<file path="config.mk">
export PLATFORM = sky130hd
export DESIGN_NAME = frame_admission_queue
export DESIGN_NICKNAME = d
export VERILOG_FILES = /design/src/hw/rtl/fadq_pkg.sv /design/src/hw/rtl/fadq_ram.sv /design/src/hw/rtl/fadq_counters.sv /design/src/hw/rtl/frame_admission_queue.sv
export SDC_FILE = /design/constraint.sdc
export NUM_CORES = 2
export LEC_CHECK = 0
export BUFFER_PORTS_ARGS = -buffer_cell sky130_fd_sc_hd__buf_2
export CELL_PAD_IN_SITES_DETAIL_PLACEMENT = 2
export CELL_PAD_IN_SITES_GLOBAL_PLACEMENT = 2
export CORE_MARGIN = 2
export CORE_UTILIZATION = 45
export DETAILED_ROUTE_END_ITERATION = 16
export PLACE_DENSITY_LB_ADDON = 0.1
export SETUP_SLACK_MARGIN = 0.15
export SYNTH_ARGS = -nofsm -noshare
export SYNTH_HDL_FRONTEND = slang
export SYNTH_SLANG_ARGS = --single-unit
</file>
<file path="constraint.sdc">
create_clock -name clk_i -period 23.1 [get_ports clk_i]
set_input_delay 5.775 -clock clk_i [delete_from_list [all_inputs] [get_ports clk_i]]
set_output_delay 5.775 -clock clk_i [all_outputs]
set_load 0.01 [all_outputs]
</file>
<file path="src/hw/rtl/fadq_pkg.sv">
// Package for the frame admission queue: command, result and counter codes,
// fixed field widths and the counter event struct.
// No dependencies.
package fadq_pkg;

  // Fixed field widths
  localparam int unsigned CMD_W      = 3;
  localparam int unsigned CARD_W     = 4;
  localparam int unsigned SAMPLE_W   = 16;
  localparam int unsigned SESSION_W  = 64;
  localparam int unsigned RESULT_W   = 4;
  localparam int unsigned CNT_IDX_W  = 4;
  localparam int unsigned CFG_IDX_W  = 4;
  localparam int unsigned CFG_DATA_W = 8;
  localparam int unsigned MASK_W     = 8;
  localparam int unsigned NUM_COUNTERS = 13;

  typedef enum logic [CMD_W-1:0] {
    CMD_PUSH  = 3'd0,
    CMD_POP   = 3'd1,
    CMD_BEGIN = 3'd2,
    CMD_CLEAR = 3'd3,
    CMD_READ  = 3'd4
  } fadq_cmd_e;

  typedef enum logic [RESULT_W-1:0] {
    RC_ACCEPTED        = 4'd0,
    RC_DISABLED        = 4'd1,
    RC_FULL            = 4'd2,
    RC_STOPPING        = 4'd3,
    RC_INVALID_FRAME   = 4'd4,
    RC_INVALID_PAYLOAD = 4'd5,
    RC_STALE           = 4'd6,
    RC_NOT_READY       = 4'd7,
    RC_DELIVERED       = 4'd8,
    RC_EMPTY           = 4'd9,
    RC_DONE            = 4'd10
  } fadq_result_e;

  typedef enum logic [CNT_IDX_W-1:0] {
    CNT_ACCEPTED        = 4'd0,
    CNT_DISABLED        = 4'd1,
    CNT_FULL            = 4'd2,
    CNT_STOPPING        = 4'd3,
    CNT_INVALID_FRAME   = 4'd4,
    CNT_INVALID_PAYLOAD = 4'd5,
    CNT_STALE           = 4'd6,
    CNT_NOT_READY       = 4'd7,
    CNT_DEQUEUED        = 4'd8,
    CNT_ATTEMPTS        = 4'd9,
    CNT_FLUSHED         = 4'd10,
    CNT_PEAK            = 4'd11,
    CNT_DELIVERED       = 4'd12
  } fadq_cnt_e;

  typedef enum logic [CFG_IDX_W-1:0] {
    CFG_INTAKE_ENABLED = 4'd0,
    CFG_CHANNEL_MASK   = 4'd1,
    CFG_SERVICE_READY  = 4'd2,
    CFG_STOPPING_FLAG  = 4'd3
  } fadq_cfg_e;

  // Statistics events raised by one command
  typedef struct packed {
    logic attempt;
    logic accepted;
    logic disabled;
    logic full;
    logic stopping;
    logic invalid_frame;
    logic invalid_payload;
    logic stale_one;
    logic not_ready_one;
    logic dequeued;
    logic delivered;
    logic flush;
    logic stale_flush;
    logic not_ready_flush;
    logic stopping_flush;
  } fadq_cnt_evt_t;

endpackage

</file>
<file path="src/hw/rtl/fadq_ram.sv">
// Generic single write port, single read port RAM with registered read data.
// No dependencies.
module fadq_ram #(
  parameter int unsigned WIDTH = 80,
  parameter int unsigned DEPTH = 16
) (
  input  logic                                     clk_i,
  input  logic                                     we_i,
  input  logic [(DEPTH > 1 ? $clog2(DEPTH) : 1)-1:0] waddr_i,
  input  logic [WIDTH-1:0]                         wdata_i,
  input  logic [(DEPTH > 1 ? $clog2(DEPTH) : 1)-1:0] raddr_i,
  output logic [WIDTH-1:0]                         rdata_o
);

  logic [WIDTH-1:0] mem_q [DEPTH];
  logic [WIDTH-1:0] rdata_q;

  // Write, then register the read word (old data on a same-address collision)
  always_ff @(posedge clk_i) begin
    if (we_i) begin
      mem_q[waddr_i] <= wdata_i;
    end
    rdata_q <= mem_q[raddr_i];
  end

  assign rdata_o = rdata_q;

endmodule

</file>
<file path="src/hw/rtl/fadq_counters.sv">
// Bank of saturating statistics counters with a peak depth tracker and an
// indexed read mux. Depends on fadq_pkg.
module fadq_counters #(
  parameter int unsigned COUNTER_WIDTH = 32,
  parameter int unsigned DEPTH_W       = 5
) (
  input  logic                             clk_i,
  input  logic                             rst_ni,
  input  fadq_pkg::fadq_cnt_evt_t          evt_i,
  input  logic [DEPTH_W-1:0]               flush_n_i,
  input  logic [DEPTH_W-1:0]               depth_i,
  input  logic [fadq_pkg::CNT_IDX_W-1:0]   rd_idx_i,
  output logic [COUNTER_WIDTH-1:0]         rd_value_o
);
  import fadq_pkg::*;

  localparam int unsigned SUM_W = (COUNTER_WIDTH > DEPTH_W ? COUNTER_WIDTH : DEPTH_W) + 1;
  localparam logic [SUM_W-1:0] TOP = SUM_W'({COUNTER_WIDTH{1'b1}});

  logic [COUNTER_WIDTH-1:0] cnt_q [NUM_COUNTERS];
  logic [COUNTER_WIDTH-1:0] cnt_d [NUM_COUNTERS];
  logic [DEPTH_W-1:0]       inc   [NUM_COUNTERS];
  logic [SUM_W-1:0]         sum   [NUM_COUNTERS];
  logic [DEPTH_W-1:0]       one;
  logic [DEPTH_W-1:0]       flush_amt;

  assign one       = DEPTH_W'(1);
  assign flush_amt = flush_n_i;

  // Build the increment for each counter
  always_comb begin
    for (int i = 0; i < NUM_COUNTERS; i++) begin
      inc[i] = '0;
    end
    inc[CNT_ATTEMPTS]        = evt_i.attempt         ? one : '0;
    inc[CNT_ACCEPTED]        = evt_i.accepted        ? one : '0;
    inc[CNT_DISABLED]        = evt_i.disabled        ? one : '0;
    inc[CNT_FULL]            = evt_i.full            ? one : '0;
    inc[CNT_INVALID_FRAME]   = evt_i.invalid_frame   ? one : '0;
    inc[CNT_INVALID_PAYLOAD] = evt_i.invalid_payload ? one : '0;
    inc[CNT_DEQUEUED]        = evt_i.dequeued        ? one : '0;
    inc[CNT_DELIVERED]       = evt_i.delivered       ? one : '0;
    inc[CNT_FLUSHED]         = evt_i.flush           ? flush_amt : '0;
    inc[CNT_STALE]           = evt_i.stale_one       ? one :
                               evt_i.stale_flush     ? flush_amt : '0;
    inc[CNT_NOT_READY]       = evt_i.not_ready_one   ? one :
                               evt_i.not_ready_flush ? flush_amt : '0;
    inc[CNT_STOPPING]        = evt_i.stopping        ? one :
                               evt_i.stopping_flush  ? flush_amt : '0;
  end

  // Saturating add per counter; peak follows the depth after an accepted push
  always_comb begin
    for (int i = 0; i < NUM_COUNTERS; i++) begin
      sum[i]   = SUM_W'(cnt_q[i]) + SUM_W'(inc[i]);
      cnt_d[i] = (sum[i] > TOP) ? {COUNTER_WIDTH{1'b1}} : sum[i][COUNTER_WIDTH-1:0];
    end
    cnt_d[CNT_PEAK] = cnt_q[CNT_PEAK];
    if (evt_i.accepted && (SUM_W'(cnt_q[CNT_PEAK]) < SUM_W'(depth_i))) begin
      cnt_d[CNT_PEAK] = COUNTER_WIDTH'(depth_i);
    end
  end

  always_ff @(posedge clk_i or negedge rst_ni) begin
    if (!rst_ni) begin
      for (int i = 0; i < NUM_COUNTERS; i++) begin
        cnt_q[i] <= '0;
      end
    end else begin
      for (int i = 0; i < NUM_COUNTERS; i++) begin
        cnt_q[i] <= cnt_d[i];
      end
    end
  end

  // Read mux; indexes past the last counter read as zero
  assign rd_value_o = (rd_idx_i < CNT_IDX_W'(NUM_COUNTERS)) ? cnt_q[rd_idx_i] : '0;

  // The attempt counter never moves backward
  a_cnt_monotonic: assert property (@(posedge clk_i) disable iff (!rst_ni)
    cnt_q[CNT_ATTEMPTS] >= $past(cnt_q[CNT_ATTEMPTS]))
    else $error("attempt counter decreased");

  // Every accepted push is also a push attempt
  a_accept_attempt: assert property (@(posedge clk_i) disable iff (!rst_ni)
    evt_i.accepted |-> evt_i.attempt)
    else $error("accepted push without attempt");

  // Per-item and flush increments of the stale counter never coincide
  a_stale_excl: assert property (@(posedge clk_i) disable iff (!rst_ni)
    !(evt_i.stale_one && evt_i.stale_flush))
    else $error("stale counted twice in one command");

endmodule

</file>
<file path="src/hw/rtl/frame_admission_queue.sv">
// Top level of the frame admission queue: command decode, admission checks,
// ring pointers, configuration registers and result register.
// Depends on fadq_pkg, fadq_ram and fadq_counters.
// Result: a command's result is in the output register in the cycle after its transfer.
// Throughput: one command per cycle unless stalled; pointers, session and counters update
// in one pass; the head entry is prefetched from entry RAM with a write-to-read bypass.
// Reset: queue empty, active session zero, counters zero, configuration at its
// defaults; entry RAM contents stay undefined and need no clearing pass.
module frame_admission_queue #(
  parameter int unsigned CAPACITY      = 16,
  parameter int unsigned TAG_WIDTH     = 16,
  parameter int unsigned COUNTER_WIDTH = 32
) (
  input  logic                                       clk_i,
  input  logic                                       rst_ni,
  // Configuration write channel
  input  logic                                       cfg_valid_i,
  output logic                                       cfg_ready_o,
  input  logic [fadq_pkg::CFG_IDX_W-1:0]             cfg_index_i,
  input  logic [fadq_pkg::CFG_DATA_W-1:0]            cfg_data_i,
  // Command channel
  input  logic                                       in_valid_i,
  output logic                                       in_stall_o,
  input  logic [fadq_pkg::CMD_W-1:0]                 command_i,
  input  logic                                       frame_valid_i,
  input  logic signed [fadq_pkg::CARD_W-1:0]         card_id_i,
  input  logic signed [fadq_pkg::SAMPLE_W-1:0]       sample_count_i,
  input  logic                                       freq_a_present_i,
  input  logic                                       freq_b_present_i,
  input  logic                                       payload_usable_i,
  input  logic [fadq_pkg::SESSION_W-1:0]             session_id_i,
  input  logic [TAG_WIDTH-1:0]                       frame_tag_i,
  input  logic                                       clear_reason_i,
  input  logic [fadq_pkg::CNT_IDX_W-1:0]             counter_index_i,
  // Result channel
  output logic                                       out_valid_o,
  input  logic                                       out_stall_i,
  output logic [fadq_pkg::RESULT_W-1:0]              result_code_o,
  output logic [TAG_WIDTH-1:0]                       out_frame_tag_o,
  output logic [fadq_pkg::SESSION_W-1:0]             out_session_o,
  output logic [$clog2(CAPACITY+1)-1:0]              queue_depth_o,
  output logic [$clog2(CAPACITY+1)-1:0]              discarded_count_o,
  output logic [COUNTER_WIDTH-1:0]                   counter_value_o
);
  import fadq_pkg::*;

  localparam int unsigned DEPTH_W = $clog2(CAPACITY + 1);
  localparam int unsigned PTR_W   = (CAPACITY > 1) ? $clog2(CAPACITY) : 1;
  localparam int unsigned ENTRY_W = TAG_WIDTH + SESSION_W;
  localparam logic [DEPTH_W-1:0] CAP_D  = DEPTH_W'(CAPACITY);
  localparam logic [PTR_W-1:0]   LAST_P = PTR_W'(CAPACITY - 1);

  // Configuration registers
  logic              intake_q;
  logic [MASK_W-1:0] mask_q;
  logic              ready_q;
  logic              stop_q;

  // Queue state
  logic [PTR_W-1:0]     head_q, head_d;
  logic [DEPTH_W-1:0]   count_q, count_d;
  logic [SESSION_W-1:0] active_q, active_d;

  // Entry RAM and bypass
  logic               we;
  logic [PTR_W-1:0]   waddr;
  logic [ENTRY_W-1:0] wdata;
  logic [ENTRY_W-1:0] ram_rdata;
  logic               byp_q;
  logic [ENTRY_W-1:0] byp_data_q;
  logic [ENTRY_W-1:0] head_entry;
  logic [TAG_WIDTH-1:0] head_tag;
  logic [SESSION_W-1:0] head_sess;

  // Push work signals
  logic               in_acc;
  logic               frame_bad;
  logic               disabled;
  logic [1:0]         pair;
  logic               sess_old;
  logic               sess_new;
  logic [DEPTH_W-1:0] cnt_eff;
  logic [PTR_W-1:0]   head_eff;
  logic [DEPTH_W:0]   tail_sum;
  logic [PTR_W-1:0]   tail;
  logic [PTR_W-1:0]   head_next;
  fadq_cnt_evt_t      evt;
  logic [COUNTER_WIDTH-1:0] rd_value;

  // Result register
  logic                 out_valid_q, out_valid_d;
  fadq_result_e         res_q, res_d;
  logic [TAG_WIDTH-1:0] tag_q, tag_d;
  logic [SESSION_W-1:0] sess_q, sess_d;
  logic [DEPTH_W-1:0]   depth_q;
  logic [DEPTH_W-1:0]   disc_q, disc_d;
  logic [COUNTER_WIDTH-1:0] cval_q, cval_d;

  // Handshakes: take a command whenever the result register frees up this cycle
  assign cfg_ready_o = 1'b1;
  assign in_stall_o  = out_valid_q && out_stall_i;
  assign in_acc      = in_valid_i && !in_stall_o;

  // Configuration writes
  always_ff @(posedge clk_i or negedge rst_ni) begin
    if (!rst_ni) begin
      intake_q <= 1'b1;
      mask_q   <= '0;
      ready_q  <= 1'b0;
      stop_q   <= 1'b0;
    end else if (cfg_valid_i && cfg_ready_o) begin
      unique case (fadq_cfg_e'(cfg_index_i))
        CFG_INTAKE_ENABLED: intake_q <= cfg_data_i[0];
        CFG_CHANNEL_MASK:   mask_q   <= cfg_data_i[MASK_W-1:0];
        CFG_SERVICE_READY:  ready_q  <= cfg_data_i[0];
        CFG_STOPPING_FLAG:  stop_q   <= cfg_data_i[0];
        default: ;
      endcase
    end
  end

  // Head entry: prefetched RAM word unless it was written in the previous cycle
  assign head_entry = byp_q ? byp_data_q : ram_rdata;
  assign head_tag   = head_entry[ENTRY_W-1 -: TAG_WIDTH];
  assign head_sess  = head_entry[SESSION_W-1:0];

  // Admission checks
  assign frame_bad = !frame_valid_i || card_id_i[CARD_W-1] ||
                     (sample_count_i == '0) || sample_count_i[SAMPLE_W-1] ||
                     !freq_a_present_i || !freq_b_present_i;
  assign pair      = mask_q[{card_id_i[1:0], 1'b0} +: 2];
  assign disabled  = !intake_q || card_id_i[2] || (pair == 2'b00);
  assign sess_old  = (session_id_i != '0) && (active_q != '0) && (session_id_i < active_q);
  assign sess_new  = (session_id_i != '0) && (session_id_i > active_q);

  // Ring arithmetic
  assign cnt_eff   = sess_new ? '0 : count_q;
  assign head_eff  = sess_new ? '0 : head_q;
  assign tail_sum  = (DEPTH_W + 1)'(head_eff) + (DEPTH_W + 1)'(cnt_eff);
  assign tail      = (tail_sum >= (DEPTH_W + 1)'(CAPACITY)) ?
                     PTR_W'(tail_sum - (DEPTH_W + 1)'(CAPACITY)) : PTR_W'(tail_sum);
  assign head_next = (head_q == LAST_P) ? '0 : head_q + PTR_W'(1);
  assign waddr     = tail;
  assign wdata     = {frame_tag_i, session_id_i};

  // Execute one command
  always_comb begin
    head_d   = head_q;
    count_d  = count_q;
    active_d = active_q;
    we       = 1'b0;
    evt      = '0;
    res_d    = RC_DONE;
    tag_d    = '0;
    sess_d   = '0;
    disc_d   = '0;
    cval_d   = '0;
    if (in_acc) begin
      unique case (fadq_cmd_e'(command_i))
        CMD_PUSH: begin
          evt.attempt = 1'b1;
          priority if (frame_bad) begin
            res_d = RC_INVALID_FRAME;
            evt.invalid_frame = 1'b1;
          end else if (!payload_usable_i) begin
            res_d = RC_INVALID_PAYLOAD;
            evt.invalid_payload = 1'b1;
          end else if (stop_q) begin
            res_d = RC_STOPPING;
            evt.stopping = 1'b1;
          end else if (disabled) begin
            res_d = RC_DISABLED;
            evt.disabled = 1'b1;
          end else if (!ready_q) begin
            res_d = RC_NOT_READY;
            evt.not_ready_one = 1'b1;
          end else if (sess_old) begin
            res_d = RC_STALE;
            evt.stale_one = 1'b1;
          end else begin
            // A newer session flushes before the capacity check
            if (sess_new) begin
              evt.flush       = 1'b1;
              evt.stale_flush = 1'b1;
              disc_d          = count_q;
              active_d        = session_id_i;
            end
            head_d = head_eff;
            if (cnt_eff == CAP_D) begin
              res_d    = RC_FULL;
              evt.full = 1'b1;
              count_d  = cnt_eff;
            end else begin
              we           = 1'b1;
              count_d      = cnt_eff + DEPTH_W'(1);
              res_d        = RC_ACCEPTED;
              evt.accepted = 1'b1;
            end
          end
        end
        CMD_POP: begin
          if (count_q == '0) begin
            res_d = RC_EMPTY;
          end else begin
            head_d       = head_next;
            count_d      = count_q - DEPTH_W'(1);
            evt.dequeued = 1'b1;
            priority if ((head_sess != '0) && (head_sess != active_q)) begin
              res_d = RC_STALE;
              evt.stale_one = 1'b1;
            end else if (!ready_q) begin
              res_d = RC_NOT_READY;
              evt.not_ready_one = 1'b1;
            end else begin
              res_d         = RC_DELIVERED;
              evt.delivered = 1'b1;
              tag_d         = head_tag;
              sess_d        = head_sess;
            end
          end
        end
        CMD_BEGIN: begin
          evt.flush       = 1'b1;
          evt.stale_flush = 1'b1;
          disc_d          = count_q;
          count_d         = '0;
          head_d          = '0;
          active_d        = session_id_i;
        end
        CMD_CLEAR: begin
          evt.flush           = 1'b1;
          evt.not_ready_flush = clear_reason_i;
          evt.stopping_flush  = !clear_reason_i;
          disc_d              = count_q;
          count_d             = '0;
          head_d              = '0;
        end
        CMD_READ: begin
          cval_d = rd_value;
        end
        default: ;
      endcase
    end
  end

  // Queue state and read bypass
  always_ff @(posedge clk_i or negedge rst_ni) begin
    if (!rst_ni) begin
      head_q   <= '0;
      count_q  <= '0;
      active_q <= '0;
      byp_q    <= 1'b0;
    end else begin
      head_q   <= head_d;
      count_q  <= count_d;
      active_q <= active_d;
      byp_q    <= we && (waddr == head_d);
    end
  end

  always_ff @(posedge clk_i) begin
    byp_data_q <= wdata;
  end

  fadq_ram #(
    .WIDTH (ENTRY_W),
    .DEPTH (CAPACITY)
  ) u_entries (
    .clk_i   (clk_i),
    .we_i    (we),
    .waddr_i (waddr),
    .wdata_i (wdata),
    .raddr_i (head_d),
    .rdata_o (ram_rdata)
  );

  fadq_counters #(
    .COUNTER_WIDTH (COUNTER_WIDTH),
    .DEPTH_W       (DEPTH_W)
  ) u_counters (
    .clk_i      (clk_i),
    .rst_ni     (rst_ni),
    .evt_i      (evt),
    .flush_n_i  (count_q),
    .depth_i    (count_d),
    .rd_idx_i   (counter_index_i),
    .rd_value_o (rd_value)
  );

  // Result register: load on transfer in, hold while stalled
  assign out_valid_d = in_acc ? 1'b1 : (out_valid_q && out_stall_i);

  always_ff @(posedge clk_i or negedge rst_ni) begin
    if (!rst_ni) begin
      out_valid_q <= 1'b0;
    end else begin
      out_valid_q <= out_valid_d;
    end
  end

  always_ff @(posedge clk_i) begin
    if (in_acc) begin
      res_q   <= res_d;
      tag_q   <= tag_d;
      sess_q  <= sess_d;
      depth_q <= count_d;
      disc_q  <= disc_d;
      cval_q  <= cval_d;
    end
  end

  assign out_valid_o       = out_valid_q;
  assign result_code_o     = res_q;
  assign out_frame_tag_o   = tag_q;
  assign out_session_o     = sess_q;
  assign queue_depth_o     = depth_q;
  assign discarded_count_o = disc_q;
  assign counter_value_o   = cval_q;

  // Fill level stays within capacity and head inside the ring
  a_count_bound: assert property (@(posedge clk_i) disable iff (!rst_ni)
    (count_q <= CAP_D) && (head_q <= LAST_P))
    else $error("queue pointer or count out of range");

  // Every command transfer produces a result in the next cycle
  a_result_follows: assert property (@(posedge clk_i) disable iff (!rst_ni)
    in_acc |=> out_valid_q)
    else $error("command transfer without result");

  // An accepted push always leaves a nonempty queue
  a_accept_depth: assert property (@(posedge clk_i) disable iff (!rst_ni)
    (out_valid_q && (res_q == RC_ACCEPTED)) |-> (depth_q != '0))
    else $error("accepted push reported empty queue");

  // Flushes only come from push, begin session or clear
  a_disc_source: assert property (@(posedge clk_i) disable iff (!rst_ni)
    (out_valid_q && (disc_q != '0)) |->
      ((res_q == RC_ACCEPTED) || (res_q == RC_FULL) || (res_q == RC_DONE)))
    else $error("discard reported for a non-flushing command");

  // A write never lands on the head while entries are queued ahead of it
  a_no_overwrite: assert property (@(posedge clk_i) disable iff (!rst_ni)
    (we && (cnt_eff != '0)) |-> (waddr != head_eff))
    else $error("push overwrote a queued entry");

endmodule

</file>
==> impl_results.md <==
- Status: finished, violations left
- Failing checks: DRC
- Maximum net fanout on the critical path: 27
- Met3 Wirelength: about 13000 um
- Layout area overhead: 13.7%
- Critical path endpoint category: register
- First-pass GRT wire length: about 420000 um
- Detailed Route WL: 285000 um
- Clk_lat worst skew: 0.93 ns
- DR vias: approximately 52000
- Critical hold path startpoint: mask_q[6]
- Total GRT Usage: ~30%
- Die W: ~440 um
- Top Ports: approximately 260
- Number of synthesized flops with an enable pin: around 1400
- Largest net degree at the start of global routing: between 100 and 150
- Port Buf Inserts: approximately 260
- GR Overflow Total: 0
- Initial core utilization: between 40% and 50%
- Post-detail-place hpwl: approximately 180000 um
- Crit-path cells: buf_2 > ha_1 > nand4_1 > nor4_1 > o21ai_0 > a31oi_1 > nor4_4 > or2_2 > o21bai_1 > nand3_1 > or2_2 > fa_1 > nor2b_1 > o21ai_0 > nand2b_1 > a21o_1 > nor2b_1 > nand2_1 > nor2_1 > and2_1 > nand2_1 > o21ai_0
- Netlist Area Pre-Place: 85100 um2
- Int Pwr: 0.00686 W
- Initial antenna violation count: 24
- Synth unique cells: 84
- Maxcap violations: 0
- Sequential share of the synthesized area: between 60 and 70%
- Cts bufs inserted: ~220
- Post-synthesis register bit count: about 2000
- Remaining DRCs: 16
- Postcts setup bufs: 0
- Clk network pwr share: 38.7%
- Post-route worst setup slack: 10.77 ns
- Critical path class: in -> reg
- Startpoint class of the critical path: input port
- Crit path DAT: about 13 ns
- Main synth FF type: edfxtp_1
- Mapped Avg Cell Area: around 16 um2
- Post-CTS Hold Buffers: 0
- Minimum clock period: ~12 ns
- CP Data Required Time: 23.85 ns
- Pwr Total: 0.00957 W
- Die area: slightly below 200000 um2
- Switching part of the total: 28.3%
- Final net count: between 6000 and 7000
- ANT nets after route: 0
- Synth Warn #: 0
- Share of cells above drive strength 1: around 20%
- Rows: between 150 and 200
- Crit-path max cell delay: between 0.6 and 0.7 ns
- Most frequent CP cell: o21ai_0
- CTS Root Cell: clkbuf_16
- F_max: around 80 MHz
- CTS tree: done
- Total negative slack: 0 ns
- Cell count after synthesis: 5471
- PD cells: 98.9 nW/um2
- Pins Over Slew Limit: 0
- Fillers: between 15000 and 20000
- Sw power: 0.00271 W
- Syn nets: 5716
- Final setup viols: 0
- Leak pwr: between 30 and 40 nW
- DRT met1 WL: ~110000 um
- CP delay by family, top: simple AND/OR/NAND/NOR gates
- Initial DRC count: roughly 4600
- Worst-Margin Slew: approximately 1.3 ns
- Comb power frac: ~17%
- Critical-path top delay cell: o21bai_1
- Die height: around 440 um
- Crit path buf inv count: 1
- Async SR Flop Fraction: between 20% and 30%
- GP Congestion: around 0.83
- Fin crit share: a little over half
- Dpl ws: slightly below 10 ns
- Layout Skew: approximately 0.097 ns
- Crit path launch: session_id_i[10]
- H-Tree Level Count: 4
- Sink Count: a little over 2000
- Worst slew margin: between 10% and 20%
- Reg power frac: between 40% and 50%
- Drt pass-1 iters: 11
- Reg2Reg Launch Point: byp_q
- Average routed wire per standard cell: 33.5 um
- Min-delay worst type: reg -> reg
- RSZ-0062 raised after global routing: no
- CORE AREA: 188000 um2
- Post-DR vias/cell: approximately 6
- Peak VDD IR: ~0.000077 V
- Final Hold Fails: 0
- Clock Path Buffers: 3
- R2R Setup Slk: between 10 and 15 ns
- Max Used Layer: met5
- Clock transition at path regs: 0.06 ns
- Vias in the first global route: ~57000
- Met2 Wirelength: roughly 150000 um
- Post-CTS Resized: 0
-- power by group through the flow --
| stage | combinational, W | clock (W) | sequential [W] |
|---|---|---|---|
| 5_1_grt | 0.00175 | 0.00388 | 0.00424 |
| 4_1_cts | 0.00166 | 0.00376 | 0.00422 |
| 6_report | 0.00164 | 0.00370 | 0.00423 |
| 3_3_place_gp | 0.00155 | 0 | 0.00428 |
| 3_5_place_dp | 0.00162 | 0 | 0.00429 |
| 2_1_floorplan | 0.00112 | 0 | 0.00421 |
-- per-layer routing --
layer	up-vias	global-route usage [%]
li1	21500	-
met1	27800	36.7
met2	1735	52.1
met3	593	4.14
met4	14	13.4
met5	-	0
-- cells in the mapped netlist (all sizes together), types with 30 or more instances --
master | n | share of area (%)
o21ai | 75 | 0.44
and3 | 92 | 0.68
clkbuf | 133 | 0.61
nand2 | 563 | 2.5
nor2 | 318 | 1.4
nand4 | 79 | 0.59
edfxtp | 1406 | 50
dfxtp | 160 | 3.8
a21oi | 124 | 0.73
mux4 | 390 | 10
inv | 125 | 0.55
nand3 | 152 | 0.89
xor2 | 172 | 1.8
nor4 | 93 | 0.73
buf | 95 | 0.83
o22a | 31 | 0.32
dfrtp | 474 | 14
nand2b | 33 | 0.24
and2 | 30 | 0.23
mux2i | 143 | 1.7
nor3 | 41 | 0.24
ha | 111 | 1.6
mux2 | 85 | 1.1
xnor2 | 190 | 2.0
a22oi | 163 | 1.4
-- cells in the final DEF (no fill, tap or decap), drive strengths merged, types with 30 or more instances in the layout --
master,netlist,layout
nand2,563,563
mux2i,143,143
and3,92,92
ha,111,111
o22a,31,31
nor3,41,41
a21oi,124,124
mux4,390,390
edfxtp,1406,1406
nand3,152,152
and2,30,30
dfxtp,160,160
nand2b,33,33
buf,95,350
o21ai,75,75
nand4,79,79
mux2,85,85
xnor2,190,190
inv,125,126
xor2,172,172
nor2,318,318
a22oi,163,163
clkbuf,133,285
nor4,93,93
dfrtp,474,474
clkinv,1,86
-- area by class of cell --
class | instances | area [um2] | share of cell area, %
clock buffers | 285 | 5860 | 6.06
multi-input cells | 3076 | 26300 | 27.2
repair buffers | 350 | 2060 | 2.13
inverters | 126 | 473 | 0.489
diodes | 12 | 30.0 | 0.0310
clock inverters | 121 | 1600 | 1.66
flip-flops and latches | 2041 | 57300 | 59.2
well taps | 2495 | 3120 | 3.23
-- flip-flops by register name, indices dropped and copies added (netlist names) --
name / cells
active_q: 64
byp_data_q: 80
byp_q: 1
count_q: 5
counter_value_o: 32
discarded_count_o: 5
head_q: 4
intake_q: 1
mask_q: 8
out_frame_tag_o: 16
out_session_o: 64
out_valid_o: 1
queue_depth_o: 5
ready_q: 1
result_code_o: 4
stop_q: 1
u_counters.cnt_q: 389
u_entries.mem_q: 1280
u_entries.rdata_o: 80
-- kinds of logic after synthesis --
group                    synth area share, %
other                                0.00441
AO/OA/AOI/OAI                           3.78
adder cells (fa/ha/maj)                 1.75
multiplexers                            13.1
buffers and inverters                   1.99
flip-flops                              67.3
XOR/XNOR                                3.72
AND/OR/NAND/NOR                         8.30
-- path summary, 6_finish.rpt --
check / to / cells after the start
worst min-delay path: mask_q[6] / 1
worst max register to register: u_counters.cnt_q[202] / 23
worst min register to register: mask_q[6] / 1
max in group asynchronous: byp_q / 2
worst max-delay path: u_counters.cnt_q[202] / 22
min in group asynchronous: u_counters.cnt_q[287] / 1
-- per-stage QoR --
stage          utilization (%)  hold slack, ns  cells  area (um2)
2_1_floorplan                -           0.460   5471       85100
3_3_place_gp              47.5           0.491   8088       89300
3_5_place_dp              47.5           0.498   8088       89300
4_1_cts                   51.5           0.514   8494       96700
5_1_grt                   51.5           0.536   8502       96800
6_report                  51.5           0.515   8506       96800
-- worst register-to-register path, cell delays in order (launching register included) --
cell and delay, ns:
dfrtp_4 0.80, buf_4 0.60, buf_4 0.88, mux2i_1 0.51
xnor2_1 0.23, nor4_1 0.84, nand4_1 0.28, nor4_1 0.41
nor2_1 0.32, a2bb2oi_2 0.29, o21ai_0 0.13, nand3b_4 0.49
nor2_1 0.28, ha_1 0.19, nor2b_1 0.18, o21ai_0 0.10
nand2b_1 0.12, a21o_1 0.25, nor2b_1 0.31, nand2_1 0.19
nor2_1 0.31, and2_1 0.27, nand2_1 0.63, o21ai_0 0.29
Note: power is estimated with default switching activity, not from simulation.
